$ cat src/rtl/core/group_membership_table_unit_defines.svh
// ----------------------------------------------------------------------------
// group membership table assertion macros
// Concurrent check wrappers used by the table unit; empty for synthesis.
// ----------------------------------------------------------------------------
`ifndef GROUP_MEMBERSHIP_TABLE_UNIT_DEFINES_SVH
`define GROUP_MEMBERSHIP_TABLE_UNIT_DEFINES_SVH

`ifndef SYNTHESIS

// condition holds at every clock edge outside reset
`define GMT_ASSERT_ALWAYS(label, clk, rst, cond) \
  label: assert property (@(posedge clk) disable iff (rst) (cond)) \
    else $error("gmt: invariant check failed");

// consequent holds in the cycle after the antecedent
`define GMT_ASSERT_NEXT(label, clk, rst, ante, cons) \
  label: assert property (@(posedge clk) disable iff (rst) (ante) |=> (cons)) \
    else $error("gmt: sequence check failed");

`else

`define GMT_ASSERT_ALWAYS(label, clk, rst, cond)
`define GMT_ASSERT_NEXT(label, clk, rst, ante, cons)

`endif

`endif

$ cat src/rtl/core/gmt_ram.sv
// ----------------------------------------------------------------------------
// gmt_ram
// Generic simple dual-port RAM: one write port, one read port with
// registered read data.
// ----------------------------------------------------------------------------
module gmt_ram #(
  parameter int WIDTH = 16,
  parameter int DEPTH = 256
) (
  input  logic                                       clk,
  input  logic                                       we,
  input  logic [((DEPTH > 1) ? $clog2(DEPTH) : 1)-1:0] waddr,
  input  logic [WIDTH-1:0]                           wdata,
  input  logic                                       re,
  input  logic [((DEPTH > 1) ? $clog2(DEPTH) : 1)-1:0] raddr,
  output logic [WIDTH-1:0]                           rdata
);

  logic [WIDTH-1:0] mem [DEPTH];

  // write port
  always_ff @(posedge clk) begin
    if (we) begin
      mem[waddr] <= wdata;
    end
  end

  // registered read port
  always_ff @(posedge clk) begin
    if (re) begin
      rdata <= mem[raddr];
    end
  end

endmodule

$ cat config.mk
export PLATFORM = sky130hd
export DESIGN_NAME = gmt_ram
export DESIGN_NICKNAME = d
export VERILOG_FILES = /design/src/rtl/core/group_membership_table_unit_defines.svh /design/src/rtl/core/gmt_ram.sv
export SDC_FILE = /design/constraint.sdc
export NUM_CORES = 2
export LEC_CHECK = 0
export BUFFER_PORTS_ARGS = -buffer_cell sky130_fd_sc_hd__buf_2
export CORE_ASPECT_RATIO = 0.7
export CORE_MARGIN = 2
export CORE_UTILIZATION = 32
export CTS_CLUSTER_DIAMETER = 30
export DETAILED_ROUTE_END_ITERATION = 6
export PLACE_DENSITY_LB_ADDON = 0.05
export RECOVER_POWER = 50
export REMOVE_ABC_BUFFERS = 1
export SETUP_SLACK_MARGIN = 0.1
export SLEW_MARGIN = 20
export SYNTH_ARGS = -nofsm -noshare
export SYNTH_HDL_FRONTEND = slang
export SYNTH_SLANG_ARGS = --single-unit
$ cat constraint.sdc
create_clock -name clk -period 2.65 [get_ports clk]
set_input_delay 0.3975 -clock clk [delete_from_list [all_inputs] [get_ports clk]]
set_output_delay 0.3975 -clock clk [all_outputs]
set_load 0.005 [all_outputs]
==> impl_metrics.ini <==
[run_status]
status = complete, but fails checks
violations = max-capacitance violations, max-slew violations

[synth]
syn_avg_cell_area_sq_um = 21.59
synth.most_common_cell = edfxtp_1
async_reset_ff_share_pct = 0
synth_warnings = 0
synthesis.instances = 7360
netlist_area_sq_um = 158900
yosys-top-cells-area = edfxtp_1 78%, mux4_2 11%, mux2i_1 3.6%, o221ai_1 1.4%, nor2_1 0.72%
synth_top_area_share_pct = 77.72
synth_seq_cells = 4112
yosys_most_used_dff = edfxtp_1
synth_edf_count = 4112
yosysSeqAreaShare_pct = 77.72
synth_cell_types = 51
synth_common_cells = 4,112 x edfxtp_1, 797 x mux4_2, 565 x mux2i_1
yosysTopAreaCell = edfxtp_1

[clock_tree]
cts_htree_levels = 6
cts_tree = yes
clock_latency_ns = 1.09
numCtsBuffers = 757
clk_pin_slew_worst_paths_ns = 0.05
root_buffer = clkbuf_16
cts_max_path_buffers = 4
clock_sinks = 4112

[sta]
hold_violations = 0
max-slew-margin-rel_pct = -69.94
tns_ns = 0
finClkSkew_ns = 0.05020
fmax_mhz = 381.2
post-route-period-util_pct = 98.99
tightest_slew_ns = 2.549
period_needed_ns = 2.623
setup_viol_count_final = 0
report.final.slew_viol_count = 1012
rsz0062_at_grt = true

[place]
dp_cells = 14610
place_congestion = 0.8236
port_buffers = 50
placed_cell_area_sq_um = 177800
dp_hpwl_mm = 339.8

[power]
power.density_nw_per_um2 = 870.9
leakage_nw = 67.08
fin_total_pwr_mw = 177.8
ir_worst_vdd_mv = 0.6766

[critical_path]
cp.required_ns = 3.46
path_class = in -> reg
cpMostUsedCell = buf_12
slowest_delay_ns = 0.82
path_max_fanout = 16
crit_chain = buf_8 > buf_12 > or2_4 > buf_12 > buf_12 > buf_4 > o221ai_1 > o22ai_1 > nor3_1 > nor3_1 > nor4_1
crit_buf_inv = 5
cp_top_family = simple AND/OR/NAND/NOR gates
cp.arrival_ns = 3.43
startpoint_type = input pin
rrSetupSlack_ns = 0.03
r2r-start = mem[130][10]
rr_worst_depth = 8
crit_path_end_kind = flip-flop
reg2reg_to = rdata[10]
cpMaxStageDelayCell = nor3_1

[route]
drc = 0
initialDrtViolationCount = 9259
post_drt_wl_per_cell_um = 33.33
dr_wl_met2_mm = 231.0
dr.pass1.iters = 6
met1Wirelength_mm = 262.8
postRouteAntennaNets = 0
wl_mm = 535.6
vias = 84210
routed.top_layer = met5
viasPerCell = 5.241
wl_met3_mm = 30.59

[grt]
grt_pass1_wl_mm = 728.7
grt_start_max_net_pins = 105
grtUsageTotal_pct = 20.79
grt-ovfl-total = 0
grt_pass1_vias = 85470
antenna_found_initial = 45

[min_path]
holdCritPathClass = in -> reg
whs_endpoint = mem[171][12]
hold_start = waddr[0]
hold_path_depth = 4

[run]
drv_cap = 25

[die]
start_util_pct = 32.12
die_area_sq_um = 502200
rows = 216
core_area_sq_um = 494600
die_w_um = 846.2
pin_count = 51
die_h_um = 593.5

[final_layout]
drive_above_1_share_pct = 37.24
fillers = 43540
final_area_sq_um = 204200
syn_to_final_growth_pct = 28.51
finalNonFillerCells = 16070
nNetsFinal = 8899
finalCoreUtilization_pct = 41.28
multi_input_area_sq_um = 34400
final-seq-area_sq_um = 123500
-- power by group --
group | switching [mW] | internal (mW) | total, mW
combinational | 5.38 | 3.16 | 8.53
sequential | 0.0836 | 71.9 | 72.0
clock | 34.0 | 63.3 | 97.3
total | 39.5 | 138 | 178
-- metrics by stage --
step	hold WS (ns)	setup slack, ns
5_1_grt	0.1677	0.01574
6_report	0.1927	0.02689
2_1_floorplan	0.4964	-4.381
3_5_place_dp	0.6969	-1.865
3_3_place_gp	0.6958	-1.862
4_1_cts	0.04391	0.03591
-- metal layers --
metal  global-route usage (%)  vias to the layer above
met3                    3.453                      708
met5                        0                        -
li1                         -                    34860
met2                    30.08                     2626
met4                    4.500                        2
met1                    32.80                    46020
-- cell families after synthesis --
logic type | Yosys count | synth area share (%)
AO/OA/AOI/OAI | 786 | 3.534
buffers and inverters | 456 | 1.692
flip-flops | 4112 | 77.72
multiplexers | 1450 | 15.48
AND/OR/NAND/NOR | 556 | 1.573
-- sequential cells by signal, indices dropped and copies added (netlist names) --
signal / flops
rdata: 16
mem: 4096
-- layout make-up --
type	instances	share of cell area, %
flip-flops and latches	4112	60.48
multi-input cells	2792	16.85
clock buffers	854	9.561
repair buffers	1197	5.983
well taps	6540	4.008
clock inverters	554	3.086
diodes	16	0.01961
inverters	4	0.01348
-- timing repair --
item | in CTS | in global routing
hold endpoints to repair | 2270 | 0
pin swaps | 30 | 27
setup endpoints to repair | 16 | 16
buffers inserted | 4 | 9
hold buffers | 17 | 0
gates resized for setup | 175 | 87
cloned | 1 | 4
-- worst max-delay path by stage --
stage	from	cells past startpoint	end	slack, ns
6_report	raddr[1]	11	rdata[10]	0.03
5_1_grt	wdata[10]	3	mem[18][10]	0.02
4_1_cts	mem[137][10]	8	rdata[10]	0.04
3_5_place_dp	raddr[0]	15	rdata[15]	-1.86
3_3_place_gp	raddr[0]	10	rdata[10]	-1.86
2_1_floorplan	raddr[2]	6	rdata[4]	-4.38
-- layout by cell type (no fill, tap or decap), types with 104 or more instances in the layout --
| cell type | n |
|---|---|
| edfxtp_1 | 4112 |
| nor2_2 | 176 |
| a21oi_1 | 170 |
| buf_4 | 718 |
| clkbuf_1 | 149 |
| buf_12 | 251 |
| mux4_2 | 797 |
| bufinv_16 | 104 |
| mux2i_1 | 564 |
| clkbuf_16 | 771 |
| o22ai_1 | 144 |
| clkinv_1 | 113 |
| nor2_1 | 127 |
| o221ai_1 | 245 |
| clkinv_2 | 109 |
-- worst min-delay path, cell delays in order --
cell,delay (ns)
buf_2,0.17
nand3_1,0.26
nor2_1,0.09
clkbuf_1,0.15
Power figures use the tool's default switching activity.
